$ cat src/hdl/tcsni_pkg.sv
// Shared types and constants for the TLS ClientHello server-name extractor.
package tcsni_pkg;

   // Widths of the position and parse-length state
   localparam int POS_WIDTH        = 16;
   localparam int FAR_POS_WIDTH    = 17;
   localparam int LEN_WIDTH        = 16;
   localparam int NAME_WIDTH       = 8;

   // Packet size limit default
   localparam int MAX_PACKET_BYTES_DEFAULT = 65535;

   // Configuration register map
   localparam int CSR_INDEX_WIDTH = 1;
   localparam int CSR_DATA_WIDTH  = 16;
   localparam logic [CSR_INDEX_WIDTH-1:0] CSR_MIN_PACKET_LENGTH = 1'd0;
   localparam logic [CSR_INDEX_WIDTH-1:0] CSR_NAME_LENGTH_LIMIT = 1'd1;

   // Register reset values
   localparam logic [15:0] MIN_PACKET_LENGTH_RESET = 16'd100;
   localparam logic [7:0]  NAME_LENGTH_LIMIT_RESET = 8'd100;

   // Protocol constants
   localparam logic [7:0]  TLS_HANDSHAKE_TYPE   = 8'h16;
   localparam logic [7:0]  TLS_MAJOR_VERSION    = 8'd3;
   localparam logic [7:0]  CLIENT_HELLO_TYPE    = 8'd1;
   localparam logic [7:0]  RECORD_HEADER_BYTES  = 8'd5;
   localparam logic [FAR_POS_WIDTH-1:0] SESSION_ID_POS = 17'd43;
   localparam logic [FAR_POS_WIDTH-1:0] SNI_ENTRY_SKIP = 17'd5;

   // One input word
   typedef struct packed {
      logic [7:0] data_byte;
      logic       last_byte;
   } in_word_type;

   // One result word
   typedef struct packed {
      logic                  name_valid;
      logic [7:0]            name_char;
      logic [NAME_WIDTH-1:0] name_index;
      logic                  done_res;
      logic                  found;
      logic [NAME_WIDTH-1:0] name_length;
   } rsp_word_type;

endpackage

$ cat src/hdl/tcsni_in_stage.sv
// Input register stage: captures one packet byte and holds it until it is parsed.
module tcsni_in_stage (
   input  logic                   clock,
   input  logic                   reset,
   input  logic                   req_valid,
   output logic                   req_stall,
   input  tcsni_pkg::in_word_type req_word,
   input  logic                   out_free,
   output logic                   word_valid,
   output tcsni_pkg::in_word_type word
);

   logic                   valid_ff;
   logic                   valid_in;
   tcsni_pkg::in_word_type word_ff;
   logic                   take;
   logic                   step;

   // Parse the held word whenever the result register can take its result
   assign step      = valid_ff && out_free;
   assign req_stall = valid_ff && !out_free;
   assign take      = req_valid && !req_stall;

   always_comb begin
      valid_in = valid_ff;
      if (take) begin
         valid_in = 1'b1;
      end else if (step) begin
         valid_in = 1'b0;
      end
   end

   // Hold the word until it advances
   always_ff @(posedge clock) begin
      if (reset) begin
         valid_ff <= 1'b0;
      end else begin
         valid_ff <= valid_in;
      end
      if (take) begin
         word_ff <= req_word;
      end
   end

   assign word_valid = valid_ff;
   assign word       = word_ff;

endmodule

$ cat src/hdl/tcsni_parser.sv
// Byte-at-a-time ClientHello parser: parse state, configuration registers, result word.
module tcsni_parser #(
   parameter int MAX_PACKET_BYTES = tcsni_pkg::MAX_PACKET_BYTES_DEFAULT
) (
   input  logic                                   clock,
   input  logic                                   reset,
   input  logic                                   step,
   input  tcsni_pkg::in_word_type                 word,
   input  logic                                   csr_write_enable,
   input  logic [tcsni_pkg::CSR_INDEX_WIDTH-1:0]  csr_index,
   input  logic [tcsni_pkg::CSR_DATA_WIDTH-1:0]   csr_write_data,
   output tcsni_pkg::rsp_word_type                result
);

   typedef enum logic [4:0] {
      PH_HDR, PH_SID, PH_CS_HI, PH_CS_LO, PH_CM, PH_EXL_HI, PH_EXL_LO,
      PH_EXT_T0, PH_EXT_T1, PH_EXT_L2, PH_EXT_L3, PH_SNI_HT, PH_SNI_LHI,
      PH_SNI_LLO, PH_NAME, PH_FOUND, PH_FAIL
   } phase_type;

   localparam int PW = tcsni_pkg::POS_WIDTH;
   localparam int FW = tcsni_pkg::FAR_POS_WIDTH;
   localparam int LW = tcsni_pkg::LEN_WIDTH;
   localparam int NW = tcsni_pkg::NAME_WIDTH;

   // Configuration registers
   logic [15:0] min_packet_length_ff;
   logic [7:0]  name_length_limit_ff;

   // Parse state
   phase_type       phase_ff, phase_in;
   logic [PW-1:0]   position_ff;
   logic [FW-1:0]   record_end_ff, record_end_in;
   logic [LW-1:0]   field_length_ff, field_length_in;
   logic [FW-1:0]   next_pos_ff, next_pos_in;
   logic [NW-1:0]   name_total_ff, name_total_in;
   logic [NW-1:0]   name_count_ff, name_count_in;
   logic            header_ok_ff, header_ok_in;

   // Datapath terms
   logic [7:0]    b;
   logic [FW-1:0] pos_ext;
   logic [LW-1:0] len16;
   logic [FW-1:0] after_byte;
   logic [FW-1:0] after_len;
   logic [FW-1:0] ext_end;
   logic [NW-1:0] count_next;
   logic          overflow;
   logic          long_enough;
   tcsni_pkg::rsp_word_type result_in;

   assign b           = word.data_byte;
   assign pos_ext     = {1'b0, position_ff};
   assign len16       = {field_length_ff[LW-1:8], b};
   assign after_byte  = pos_ext + FW'(1) + {{(FW-8){1'b0}}, b};
   assign after_len   = pos_ext + FW'(1) + {{(FW-LW){1'b0}}, len16};
   assign ext_end     = (pos_ext - FW'(1)) + {{(FW-LW){1'b0}}, len16};
   assign count_next  = name_count_ff + NW'(1);
   assign overflow    = position_ff >= PW'(MAX_PACKET_BYTES);
   assign long_enough = (pos_ext + FW'(1)) > {1'b0, min_packet_length_ff};

   // Next parse state for the byte at the current position
   always_comb begin
      phase_in        = phase_ff;
      record_end_in   = record_end_ff;
      field_length_in = field_length_ff;
      next_pos_in     = next_pos_ff;
      name_total_in   = name_total_ff;
      name_count_in   = name_count_ff;
      header_ok_in    = header_ok_ff;
      result_in       = '0;

      if (overflow) begin
         phase_in = PH_FAIL;
      end else if (phase_ff == PH_HDR) begin
         // Record header and handshake type
         priority if (position_ff == PW'(0)) begin
            header_ok_in = (b == tcsni_pkg::TLS_HANDSHAKE_TYPE);
         end else if (position_ff == PW'(1)) begin
            header_ok_in = header_ok_ff && (b == tcsni_pkg::TLS_MAJOR_VERSION);
         end else if (position_ff == PW'(3)) begin
            field_length_in = {b, 8'd0};
         end else if (position_ff == PW'(4)) begin
            record_end_in = {1'b0, field_length_ff[LW-1:8], b}
                            + FW'(tcsni_pkg::RECORD_HEADER_BYTES);
         end else if (position_ff == PW'(5)) begin
            if (header_ok_ff && b == tcsni_pkg::CLIENT_HELLO_TYPE &&
                record_end_ff > tcsni_pkg::SESSION_ID_POS) begin
               next_pos_in = tcsni_pkg::SESSION_ID_POS;
               phase_in    = PH_SID;
            end else begin
               phase_in = PH_FAIL;
            end
         end else begin
            phase_in = phase_ff;
         end
      end else if (phase_ff < PH_FOUND && pos_ext == next_pos_ff) begin
         unique case (phase_ff)
            PH_SID: begin
               if (after_byte < record_end_ff) begin
                  next_pos_in = after_byte;
                  phase_in    = PH_CS_HI;
               end else begin
                  phase_in = PH_FAIL;
               end
            end
            PH_CS_HI, PH_EXL_HI, PH_EXT_L2, PH_SNI_LHI: begin
               field_length_in = {b, 8'd0};
               next_pos_in     = pos_ext + FW'(1);
               phase_in        = phase_type'(phase_ff + 5'd1);
            end
            PH_CS_LO: begin
               if (len16 == '0) begin
                  phase_in = PH_FAIL;
               end else if (after_len < record_end_ff) begin
                  next_pos_in = after_len;
                  phase_in    = PH_CM;
               end else begin
                  phase_in = PH_FAIL;
               end
            end
            PH_CM: begin
               if (b == 8'd0) begin
                  phase_in = PH_FAIL;
               end else if (after_byte < record_end_ff) begin
                  next_pos_in = after_byte;
                  phase_in    = PH_EXL_HI;
               end else begin
                  phase_in = PH_FAIL;
               end
            end
            PH_EXL_LO: begin
               // Clip the extension end from the length field's own position
               if (ext_end < record_end_ff) begin
                  record_end_in = ext_end;
               end
               if (pos_ext + FW'(1) < record_end_in) begin
                  next_pos_in = pos_ext + FW'(1);
                  phase_in    = PH_EXT_T0;
               end else begin
                  phase_in = PH_FAIL;
               end
            end
            PH_EXT_T0: begin
               field_length_in = {8'd0, b};
               next_pos_in     = pos_ext + FW'(1);
               phase_in        = PH_EXT_T1;
            end
            PH_EXT_T1: begin
               if (field_length_ff == '0 && b == 8'd0) begin
                  next_pos_in = pos_ext + tcsni_pkg::SNI_ENTRY_SKIP;
                  phase_in    = PH_SNI_HT;
               end else begin
                  next_pos_in = pos_ext + FW'(1);
                  phase_in    = PH_EXT_L2;
               end
            end
            PH_EXT_L3: begin
               if (after_len < record_end_ff) begin
                  next_pos_in = after_len;
                  phase_in    = PH_EXT_T0;
               end else begin
                  phase_in = PH_FAIL;
               end
            end
            PH_SNI_HT: begin
               if (b != 8'd0) begin
                  phase_in = PH_FAIL;
               end else begin
                  next_pos_in = pos_ext + FW'(1);
                  phase_in    = PH_SNI_LHI;
               end
            end
            PH_SNI_LLO: begin
               if (len16 >= {8'd0, name_length_limit_ff}) begin
                  phase_in = PH_FAIL;
               end else begin
                  name_total_in = len16[NW-1:0];
                  name_count_in = '0;
                  next_pos_in   = pos_ext + FW'(1);
                  phase_in      = (len16 == '0) ? PH_FOUND : PH_NAME;
               end
            end
            PH_NAME: begin
               // Emit the name byte tentatively
               result_in.name_valid = 1'b1;
               result_in.name_char  = b;
               result_in.name_index = name_count_ff;
               name_count_in        = count_next;
               if (count_next >= name_total_ff) begin
                  phase_in = PH_FOUND;
               end else begin
                  next_pos_in = pos_ext + FW'(1);
               end
            end
            default: begin
               phase_in = PH_FAIL;
            end
         endcase
      end

      // Verdict on the last byte
      result_in.done_res = word.last_byte;
      if (word.last_byte && !overflow && phase_in == PH_FOUND && long_enough) begin
         result_in.found       = 1'b1;
         result_in.name_length = name_total_in;
      end
   end

   // Hold configuration; advance parse state on each parsed word
   always_ff @(posedge clock) begin
      if (reset) begin
         min_packet_length_ff <= tcsni_pkg::MIN_PACKET_LENGTH_RESET;
         name_length_limit_ff <= tcsni_pkg::NAME_LENGTH_LIMIT_RESET;
      end else if (csr_write_enable) begin
         unique case (csr_index)
            tcsni_pkg::CSR_MIN_PACKET_LENGTH: min_packet_length_ff <= csr_write_data;
            tcsni_pkg::CSR_NAME_LENGTH_LIMIT: name_length_limit_ff <= csr_write_data[7:0];
            default: ;
         endcase
      end

      if (reset || (step && word.last_byte)) begin
         phase_ff        <= PH_HDR;
         position_ff     <= '0;
         record_end_ff   <= '0;
         field_length_ff <= '0;
         next_pos_ff     <= '0;
         name_total_ff   <= '0;
         name_count_ff   <= '0;
         header_ok_ff    <= 1'b0;
      end else if (step) begin
         phase_ff        <= phase_in;
         record_end_ff   <= record_end_in;
         field_length_ff <= field_length_in;
         next_pos_ff     <= next_pos_in;
         name_total_ff   <= name_total_in;
         name_count_ff   <= name_count_in;
         header_ok_ff    <= header_ok_in;
         if (!overflow) begin
            position_ff <= position_ff + PW'(1);
         end
      end
   end

   assign result = result_in;

endmodule

$ cat src/hdl/tcsni_out_stage.sv
// Result register stage: holds one result word until the consumer takes it.
module tcsni_out_stage (
   input  logic                    clock,
   input  logic                    reset,
   input  logic                    load,
   input  tcsni_pkg::rsp_word_type result,
   input  logic                    rsp_stall,
   output logic                    rsp_valid,
   output tcsni_pkg::rsp_word_type rsp_word,
   output logic                    out_free
);

   logic                    valid_ff;
   tcsni_pkg::rsp_word_type word_ff;

   // Free when empty or when the held word leaves this cycle
   assign out_free = !valid_ff || !rsp_stall;

   always_ff @(posedge clock) begin
      if (reset) begin
         valid_ff <= 1'b0;
      end else if (out_free) begin
         valid_ff <= load;
      end
      if (load) begin
         word_ff <= result;
      end
   end

   assign rsp_valid = valid_ff;
   assign rsp_word  = word_ff;

endmodule

$ cat src/hdl/tls_client_hello_sni_extract.sv
// Top level: TLS ClientHello server-name extractor, one packet byte per word.
// An accepted byte passes through the input register, the parse step and then the
// result register, which holds its result word until the consumer takes it.
// Throughput: one byte per cycle while rsp_stall is low, set by the parse step.
// Reset clears the parse state and sets min_packet_length and
// name_length_limit to 100.
module tls_client_hello_sni_extract #(
   parameter int MAX_PACKET_BYTES = tcsni_pkg::MAX_PACKET_BYTES_DEFAULT
) (
   input  logic                                  clock,
   input  logic                                  reset,
   input  logic                                  req_valid,
   output logic                                  req_stall,
   input  logic [7:0]                            req_data_byte,
   input  logic                                  req_last_byte,
   output logic                                  rsp_valid,
   input  logic                                  rsp_stall,
   output logic                                  rsp_name_valid,
   output logic [7:0]                            rsp_name_char,
   output logic [7:0]                            rsp_name_index,
   output logic                                  rsp_done_res,
   output logic                                  rsp_found,
   output logic [7:0]                            rsp_name_length,
   input  logic                                  csr_write_enable,
   input  logic [tcsni_pkg::CSR_INDEX_WIDTH-1:0] csr_index,
   input  logic [tcsni_pkg::CSR_DATA_WIDTH-1:0]  csr_write_data
);

   tcsni_pkg::in_word_type  req_word;
   tcsni_pkg::in_word_type  word;
   tcsni_pkg::rsp_word_type result;
   tcsni_pkg::rsp_word_type rsp_word;
   logic                    word_valid;
   logic                    out_free;
   logic                    step;

   assign req_word.data_byte = req_data_byte;
   assign req_word.last_byte = req_last_byte;

   // Parse the held byte when the result register has room
   assign step = word_valid && out_free;

   tcsni_in_stage u_in_stage (
      .clock      (clock),
      .reset      (reset),
      .req_valid  (req_valid),
      .req_stall  (req_stall),
      .req_word   (req_word),
      .out_free   (out_free),
      .word_valid (word_valid),
      .word       (word)
   );

   tcsni_parser #(
      .MAX_PACKET_BYTES (MAX_PACKET_BYTES)
   ) u_parser (
      .clock            (clock),
      .reset            (reset),
      .step             (step),
      .word             (word),
      .csr_write_enable (csr_write_enable),
      .csr_index        (csr_index),
      .csr_write_data   (csr_write_data),
      .result           (result)
   );

   tcsni_out_stage u_out_stage (
      .clock     (clock),
      .reset     (reset),
      .load      (step),
      .result    (result),
      .rsp_stall (rsp_stall),
      .rsp_valid (rsp_valid),
      .rsp_word  (rsp_word),
      .out_free  (out_free)
   );

   assign rsp_name_valid  = rsp_word.name_valid;
   assign rsp_name_char   = rsp_word.name_char;
   assign rsp_name_index  = rsp_word.name_index;
   assign rsp_done_res    = rsp_word.done_res;
   assign rsp_found       = rsp_word.found;
   assign rsp_name_length = rsp_word.name_length;

endmodule
$ cat config.mk
export PLATFORM = sky130hd
export DESIGN_NAME = tls_client_hello_sni_extract
export DESIGN_NICKNAME = d
export VERILOG_FILES = /design/src/hdl/tcsni_pkg.sv /design/src/hdl/tcsni_in_stage.sv /design/src/hdl/tcsni_parser.sv /design/src/hdl/tcsni_out_stage.sv /design/src/hdl/tls_client_hello_sni_extract.sv
export SDC_FILE = /design/constraint.sdc
export NUM_CORES = 1
export LEC_CHECK = 0
export BUFFER_PORTS_ARGS = -buffer_cell sky130_fd_sc_hd__buf_2
export CAP_MARGIN = 25
export CORE_MARGIN = 2
export CORE_UTILIZATION = 34
export CTS_BUF_LIST = sky130_fd_sc_hd__clkbuf_4 sky130_fd_sc_hd__clkbuf_8
export DETAILED_ROUTE_END_ITERATION = 8
export PLACE_DENSITY = 0.52
export SYNTH_ARGS = -nofsm -noshare
export SYNTH_HDL_FRONTEND = slang
export SYNTH_HIERARCHICAL = 1
export SYNTH_SLANG_ARGS = --single-unit
$ cat constraint.sdc
create_clock -name clock -period 19.52 [get_ports clock]
set_input_delay 0 -clock clock [delete_from_list [all_inputs] [get_ports clock]]
set_output_delay 0 -clock clock [all_outputs]
set_load 0.02 [all_outputs]
Word-level counts from Yosys, hierarchy flattened
Index checks and enable logic that the tools add are counted.
{"block": "totals", "latch_bits": 0, "rom_bits": 0, "mem_bits_rw": 0, "mem_count": 0, "wordCells": 198, "register_bits": 150}
{"block": "classes", "n_reduce_logical": 44, "muxes": 71, "mul": 0, "shifts": 0, "order_cmp": 10, "addsub": 10, "bitwise_logic": 5, "div_mod_pow": 0, "eq_ne": 38}
{"operator": "17-bit 2-to-1 mux", "n": 30}
{"operator": "17-bit case mux with 10 select lines", "n": 1}
{"operator": "5-bit 2-to-1 mux", "n": 19}
{"operator": "16-bit 2-to-1 mux", "n": 5}
{"operator": "17-bit less-than comparator", "n": 4}
{"operator": "5-bit case mux with 11 select lines", "n": 1}
{"operator": "16-bit logical NOT", "n": 3}
{"operator": "8-bit 2-to-1 mux", "n": 6}
{"operator": "5-bit by 4-bit equality test with 1-bit output, second input constant", "n": 8}
{"operator": "16-bit by 3-bit adder with 17-bit output, second input constant", "n": 2}
{"operator": "17-bit by 16-bit adder with 17-bit output", "n": 2}
{"operator": "16-bit by 3-bit equality test with 1-bit output, second input constant", "n": 2}
{"operator": "16-bit case mux with 2 select lines", "n": 1}
{"operator": "5-bit by 3-bit equality test with 1-bit output, second input constant", "n": 4}
{"operator": "2-bit != test, second input constant", "n": 9}
{"operator": "16-bit by 1-bit adder with 17-bit output, second input constant", "n": 1}
{"operator": "17-bit by 8-bit adder with 17-bit output", "n": 1}
{"operator": "16-bit by 17-bit equality test with 1-bit output", "n": 1}
{"operator": "17-bit by 16-bit greater-than comparator with 1-bit output", "n": 1}
{"operator": "17-bit by 6-bit greater-than comparator with 1-bit output, second input constant", "n": 1}
{"operator": "16-bit by 1-bit subtractor with 17-bit output, second input constant", "n": 1}
{"operator": "16-bit by 1-bit adder with 16-bit output, second input constant", "n": 1}
{"operator": "16-bit by 1-bit equality test with 1-bit output, second input constant", "n": 1}
{"operator": "16-bit by 2-bit equality test with 1-bit output, second input constant", "n": 1}
{"operator": "36 further kinds", "n": 72}

Depth between registers and ports, before layout
{"block": "logic_depth", "word_depth": 18, "depth_mapped": 30}

Cells and area by module
Netlist, hierarchy kept.
{"module": "tcsni_parser", "n_inst": 1, "cells_per_inst": 1575, "area_each_um2": 11843.9}
{"module": "tcsni_out_stage", "n_inst": 1, "cells_per_inst": 31, "area_each_um2": 843.3}
{"module": "tcsni_in_stage", "n_inst": 1, "cells_per_inst": 13, "area_each_um2": 320.3}
{"module": "tls_client_hello_sni_extract", "n_inst": 1, "cells_per_inst": 1, "area_each_um2": 6.3}

Worst setup path before layout
No wires, ideal clock.
{"block": "synth_path", "kind": "register to register", "startpoint": "reg u_in_stage.word_ff (netlist bit u_in_stage/word[3])", "endpoint": "reg u_out_stage.word_ff (netlist bit u_out_stage/rsp_word[0]), data pin", "path_stages_with_launch": 30, "t_arrival_ps": 6172, "n_path_buf": 2, "setup_slack_ps": 13172, "required_ps": 19344, "path_cell_list": "edfxtp_1 -> clkbuf_1 -> inv_1 -> ha_1 -> inv_1 -> ha_1 -> a21oi_1 -> o2111ai_1 -> a21o_1 -> a2111oi_2 -> o31ai_1 -> a21oi_1 -> xnor2_1 -> ha_1 -> a211oi_1 -> o221ai_1 -> a21oi_1 -> a21oi_1 -> inv_1 -> buf_2 -> mux2i_1 -> ha_1 -> a21oi_1 -> o21ai_0 -> a221oi_1 -> nand3_1 -> a211oi_1 -> a2111o_1 -> nand3_2 -> nor4_1"}
{"block": "synth_between", "elab_chain_cells": 16}
{"item": "start: declaration", "line": "tcsni_in_stage.sv:15", "source": "tcsni_pkg::in_word_type word_ff;"}
{"item": "start signal: assignment", "line": "tcsni_in_stage.sv:41", "source": "word_ff <= req_word;"}
{"item": "17-bit by 16-bit adder with 17-bit output", "line": "tcsni_parser.sv:57", "source": "assign ext_end = (pos_ext - FW'(1)) + {{(FW-LW){1'b0}}, len16};"}
{"item": "17-bit less-than comparator", "line": "tcsni_parser.sv:134", "source": "if (ext_end < record_end_ff) begin"}
{"item": "17-bit 2-to-1 mux", "line": "tcsni_parser.sv:134"}
{"item": "17-bit 2-to-1 mux", "line": "tcsni_parser.sv:98", "source": "unique case (phase_ff)"}
{"item": "17-bit 2-to-1 mux", "line": "tcsni_parser.sv:97", "source": "end else if (phase_ff < PH_FOUND && pos_ext == next_pos_ff) begin"}
{"item": "17-bit 2-to-1 mux", "line": "tcsni_parser.sv:75", "source": "end else if (phase_ff == PH_HDR) begin"}
{"item": "17-bit 2-to-1 mux", "line": "tcsni_parser.sv:73", "source": "if (overflow) begin"}
{"item": "17-bit less-than comparator", "line": "tcsni_parser.sv:137", "source": "if (pos_ext + FW'(1) < record_end_in) begin"}
{"item": "5-bit 2-to-1 mux", "line": "tcsni_parser.sv:137"}
{"item": "5-bit case mux with 11 select lines", "line": "tcsni_parser.sv:98"}
{"item": "5-bit 2-to-1 mux", "line": "tcsni_parser.sv:97"}
{"item": "5-bit 2-to-1 mux", "line": "tcsni_parser.sv:75"}
{"item": "5-bit 2-to-1 mux", "line": "tcsni_parser.sv:73"}
{"item": "5-bit by 4-bit equality test with 1-bit output", "line": "tcsni_parser.sv:204", "source": "if (word.last_byte && !overflow && phase_in == PH_FOUND && long_enough) begin"}
{"item": "1-bit logical AND (2 in series)", "line": "tcsni_parser.sv:204"}
{"item": "end signal: assignment", "line": "tcsni_out_stage.sv:26", "source": "word_ff <= result;"}
{"item": "end: declaration", "line": "tcsni_out_stage.sv:14", "source": "tcsni_pkg::rsp_word_type word_ff;"}
Several ways; a longest one is shown, not always the timed one. The select of a mux whose other input is x is not followed.
A chain may end at the register's enable or synchronous reset.

Worst setup path in the final report
{"block": "layout_path", "startpoint": "reg u_parser.position_ff[2]", "endpoint": "reg u_out_stage.word_ff (netlist bit u_out_stage/rsp_word[4]), data pin"}
{"block": "layout_between", "elab_chain_cells": 17}
{"item": "start: declaration", "line": "tcsni_parser.sv:32", "source": "logic [PW-1:0] position_ff;"}
{"item": "start signal: assignment", "line": "tcsni_parser.sv:241", "source": "position_ff <= position_ff + PW'(1);"}
{"item": "16-bit by 1-bit subtractor with 17-bit output", "line": "tcsni_parser.sv:57"}
{"item": "17-bit by 16-bit adder with 17-bit output", "line": "tcsni_parser.sv:57"}
{"item": "17-bit less-than comparator", "line": "tcsni_parser.sv:134"}
{"item": "17-bit 2-to-1 mux", "line": "tcsni_parser.sv:134"}
{"item": "17-bit 2-to-1 mux", "line": "tcsni_parser.sv:98"}
{"item": "17-bit 2-to-1 mux", "line": "tcsni_parser.sv:97"}
{"item": "17-bit 2-to-1 mux", "line": "tcsni_parser.sv:75"}
{"item": "17-bit 2-to-1 mux", "line": "tcsni_parser.sv:73"}
{"item": "17-bit less-than comparator", "line": "tcsni_parser.sv:137"}
{"item": "5-bit 2-to-1 mux", "line": "tcsni_parser.sv:137"}
{"item": "5-bit case mux with 11 select lines", "line": "tcsni_parser.sv:98"}
{"item": "5-bit 2-to-1 mux", "line": "tcsni_parser.sv:97"}
{"item": "5-bit 2-to-1 mux", "line": "tcsni_parser.sv:75"}
{"item": "5-bit 2-to-1 mux", "line": "tcsni_parser.sv:73"}
{"item": "5-bit by 4-bit equality test with 1-bit output", "line": "tcsni_parser.sv:204"}
{"item": "1-bit logical AND (2 in series)", "line": "tcsni_parser.sv:204"}
Several ways; a longest one is shown, not always the timed one. The select of a mux whose other input is x is not followed.

==> flow_metrics.py <==
metrics = {
    "route": {
        "drt_first_pass_iters": 7,
        "drt_iter0_markers": 1019,
        "vias_per_cell": 5.54,
        "ant_nets": 0,
        "via_count": 12200,
        "route.final.wire_length_mm": 45.4,
        "wl_per_cell_um": 20.6,
        "drc_errors": 0,
    },
    "clocking": {
        "path_clk_slew_ps": 100,
        "clockBufferDepth": 2,
        "hold_buffers": 36,
        "htreeDepth": 4,
        "cts_sinks": 150,
        "post-cts-setup-buffers": 0,
        "clockRootBuffer": "clkbuf_8",
        "cts_tree": "yes",
        "cts_resized": 0,
        "clk_latency_ps": 500,
        "cts_buffers": 17,
    },
    "finish": {
        "final_net_count": 1857,
        "syn2layout_area_growth_pct": 11.1,
        "final_layout_size_suffix_gt1_share_pct": 9.95,
        "finish.utilization_pct": 38.4,
        "finalInstanceArea_sq_um": 14500,
        "insertedDiodeCount": 0,
    },
    "sta": {
        "rsz0062_at_grt": "false",
        "setup_viol": 0,
        "slew_headroom_pct": 23.5,
        "hold_viol": 0,
        "tns_ps": 0,
        "fmax_mhz": 126,
        "layout_worst_path_cycle_share_pct": 40.6,
        "fin_skew_ps": 16.2,
        "maxSlewViolCount": 0,
        "worstMarginPinSlew_ps": 1120,
        "period_needed_ps": 7920,
    },
    "logic_synthesis": {
        "ys_seq_area_share_pct": 25.8,
        "synth.area.top_cells": "dfxtp_1, ha_1, edfxtp_1, a21oi_1, nand2_1",
        "avgSynthCellArea_sq_um": 8.03,
        "muxShareOfSynthArea_pct": 3.61,
        "syn_nets": 1801,
        "synth_flop_cell": "dfxtp_1",
        "synth_xor_area_share_pct": 6.39,
        "synth_cell_types": 111,
        "synth-compound-area-share_pct": 19.7,
        "synth_top_family_by_area": "simple AND/OR/NAND/NOR gates",
        "synth_common_cells": "nand2_1, ha_1, a21oi_1, inv_1, nor2_1",
        "synthArstFlopShare_pct": 0,
        "yosys.area_share.simple_pct": 22.9,
        "synth-seq-cells": 150,
        "yosysMostFrequentCell": "nand2_1",
        "syn_area_sq_um": 13000,
        "synth.top_cell.area_share_pct": 17.5,
        "yosysTopAreaCell": "dfxtp_1",
        "synth_cells": 1620,
        "yosysWarningCount": 6,
        "synth_adder_area_share_pct": 14.7,
        "synth_edf_count": 36,
    },
    "floorplan": {
        "ios": 60,
        "die_y_um": 200,
        "die-area_sq_um": 39900,
        "initial_utilization_pct": 34.6,
        "fp-row-count": 71,
        "die_w_um": 200,
        "core_sq_um": 37700,
    },
    "placed_design": {
        "gp_congestion": 0.923,
        "numPortBuffers": 59,
        "dpl.hpwl_mm": 35.2,
        "place_area_sq_um": 13700,
    },
    "worst_hold_path": {
        "hold_class": "in2reg",
    },
    "global_routing": {
        "grt_max_degree": 44,
        "grt_pass1_vias": 11600,
        "grt_pass1_wl_mm": 69.6,
        "grt_overflow": 0,
        "grt_usage_pct": 23.2,
        "antenna_found_initial": 0,
    },
    "worst_setup_path": {
        "worst-endpoint-arrival_ps": 8210,
        "critPathKind": "reg2reg",
        "path_max_fanout": 15,
        "cp.required_ps": 19800,
        "end_kind": "register",
        "cp-start-kind": "register",
    },
    "power": {
        "power_density_nw_per_um2": 52.0,
        "peakVddDrop_v": 0.0000501,
        "power_uw": 752,
        "leakagePower_nw": 5.75,
    },
    "job": {
        "drv_cap": 0,
    },
    "outcome": {
        "status": "complete, no violations",
    },
}
==> per-stage QoR <==
step	hold WS, ps	std cells	setup WS [ps]
after floorplan	72.4	1620	13170
after global placement	179	2130	11780
after detailed placement	181	2131	11460
after CTS	176	2199	11390
after global routing	194	2200	11030
final	227	2200	11600
==> per-layer routing <==
layer	share of wire, %	global-route usage [%]	up-vias
met3	5.8	3.04	54
met4	2.6	7.65	0
met5	0	0	-
met1	48	33.4	5831
met2	44	35.7	401
li1	-	-	5909
==> report_power, final <==
| group | total [mW] | leakage, nW | internal [mW] | switching, mW |
|---|---|---|---|---|
| combinational | 0.169 | 4.29 | 0.0652 | 0.103 |
| sequential | 0.331 | 1.26 | 0.324 | 0.00737 |
| clock | 0.252 | 0.196 | 0.106 | 0.146 |
==> layout make-up <==
type	instances	area (sq um)
clock buffers	17	234
clock inverters	15	160
fillers	3960	23200
inverters	134	503
multi-input cells	1260	8770
flip-flops and latches	150	3360
well taps	511	639
repair buffers	113	791
==> state kept, by name, summed over array words and instances, names as in the netlist <==
| register | cells |
|---|---|
| u_in_stage/word_valid | 1 |
| u_parser/name_total_ff | 8 |
| u_out_stage/rsp_word | 27 |
| u_parser/name_count_ff | 8 |
| u_in_stage/word | 9 |
| u_parser/phase_ff | 5 |
| u_parser/field_length_ff | 16 |
| u_parser/record_end_ff | 17 |
| u_out_stage/rsp_valid | 1 |
| u_parser/position_ff | 16 |
| u_parser/header_ok_ff | 1 |
| u_parser/next_pos_ff | 17 |
| u_parser/name_length_limit_ff | 8 |
| u_parser/min_packet_length_ff | 16 |
==> final timing paths <==
check                                                start                                       endpoint  slack (ps)  cells after the start
max                   u_parser/position_ff[2]$_SDFFE_PP0P_              u_out_stage/rsp_word[4]$_DFFE_PP_       11600                     27
min                                       req_data_byte[3]                   u_in_stage/word[4]$_DFFE_PP_         230                      2
max reg2reg           u_parser/position_ff[2]$_SDFFE_PP0P_              u_out_stage/rsp_word[4]$_DFFE_PP_       11600                     27
min reg2reg  u_parser/min_packet_length_ff[4]$_SDFFE_PP0P_  u_parser/min_packet_length_ff[4]$_SDFFE_PP0P_         460                      2
==> worst max-delay path, cell delays in order, from the launching register on <==
cell and delay (ps):
dfxtp_1 710, inv_1 250, ha_1 340, inv_1 60, ha_1 300, a21oi_1 250
o2111ai_1 220, a21o_1 250, a2111oi_2 390, o31ai_1 130, a21oi_1 190, xnor2_1 220
ha_1 330, a211oi_1 250, o221ai_1 160, a21oi_1 300, a21oi_1 150, inv_1 420
mux2i_1 320, ha_1 290, a21oi_1 140, o21ai_0 120, a221oi_1 530, nand2_1 260
a221oi_1 370, and4bb_1 290, nor2_2 120, nor4_1 360
==> cell usage in the layout (no fill, tap or decap), types with 11 or more instances in the layout <==
cell	Yosys	final
nor2b_1	11	11
nand3_1	59	58
and3_1	12	12
mux2i_1	42	42
dlygate4sd3_1	0	36
xor2_1	17	17
edfxtp_1	36	36
ha_1	148	148
dfxtp_1	114	114
a211oi_1	21	21
nand2_1	183	183
o21ai_0	57	57
nand4_1	28	28
nor3_1	37	37
nor2_1	120	120
buf_2	23	59
xnor2_1	78	78
o211ai_1	11	11
and2_1	37	36
nand2b_1	11	11
buf_4	10	17
nor4_1	20	20
a21oi_1	141	140
inv_1	130	130
a21o_1	20	19
clkbuf_8	0	17
==> cells by family after synthesis <==
group / count (synthesis)
XOR/XNOR: 95
AND/OR/NAND/NOR: 585
buffers and inverters: 210
adder cells (fa/ha/maj): 152
flip-flops: 150
AO/OA/AOI/OAI: 382
multiplexers: 46
Power figures use the tool's default switching activity.
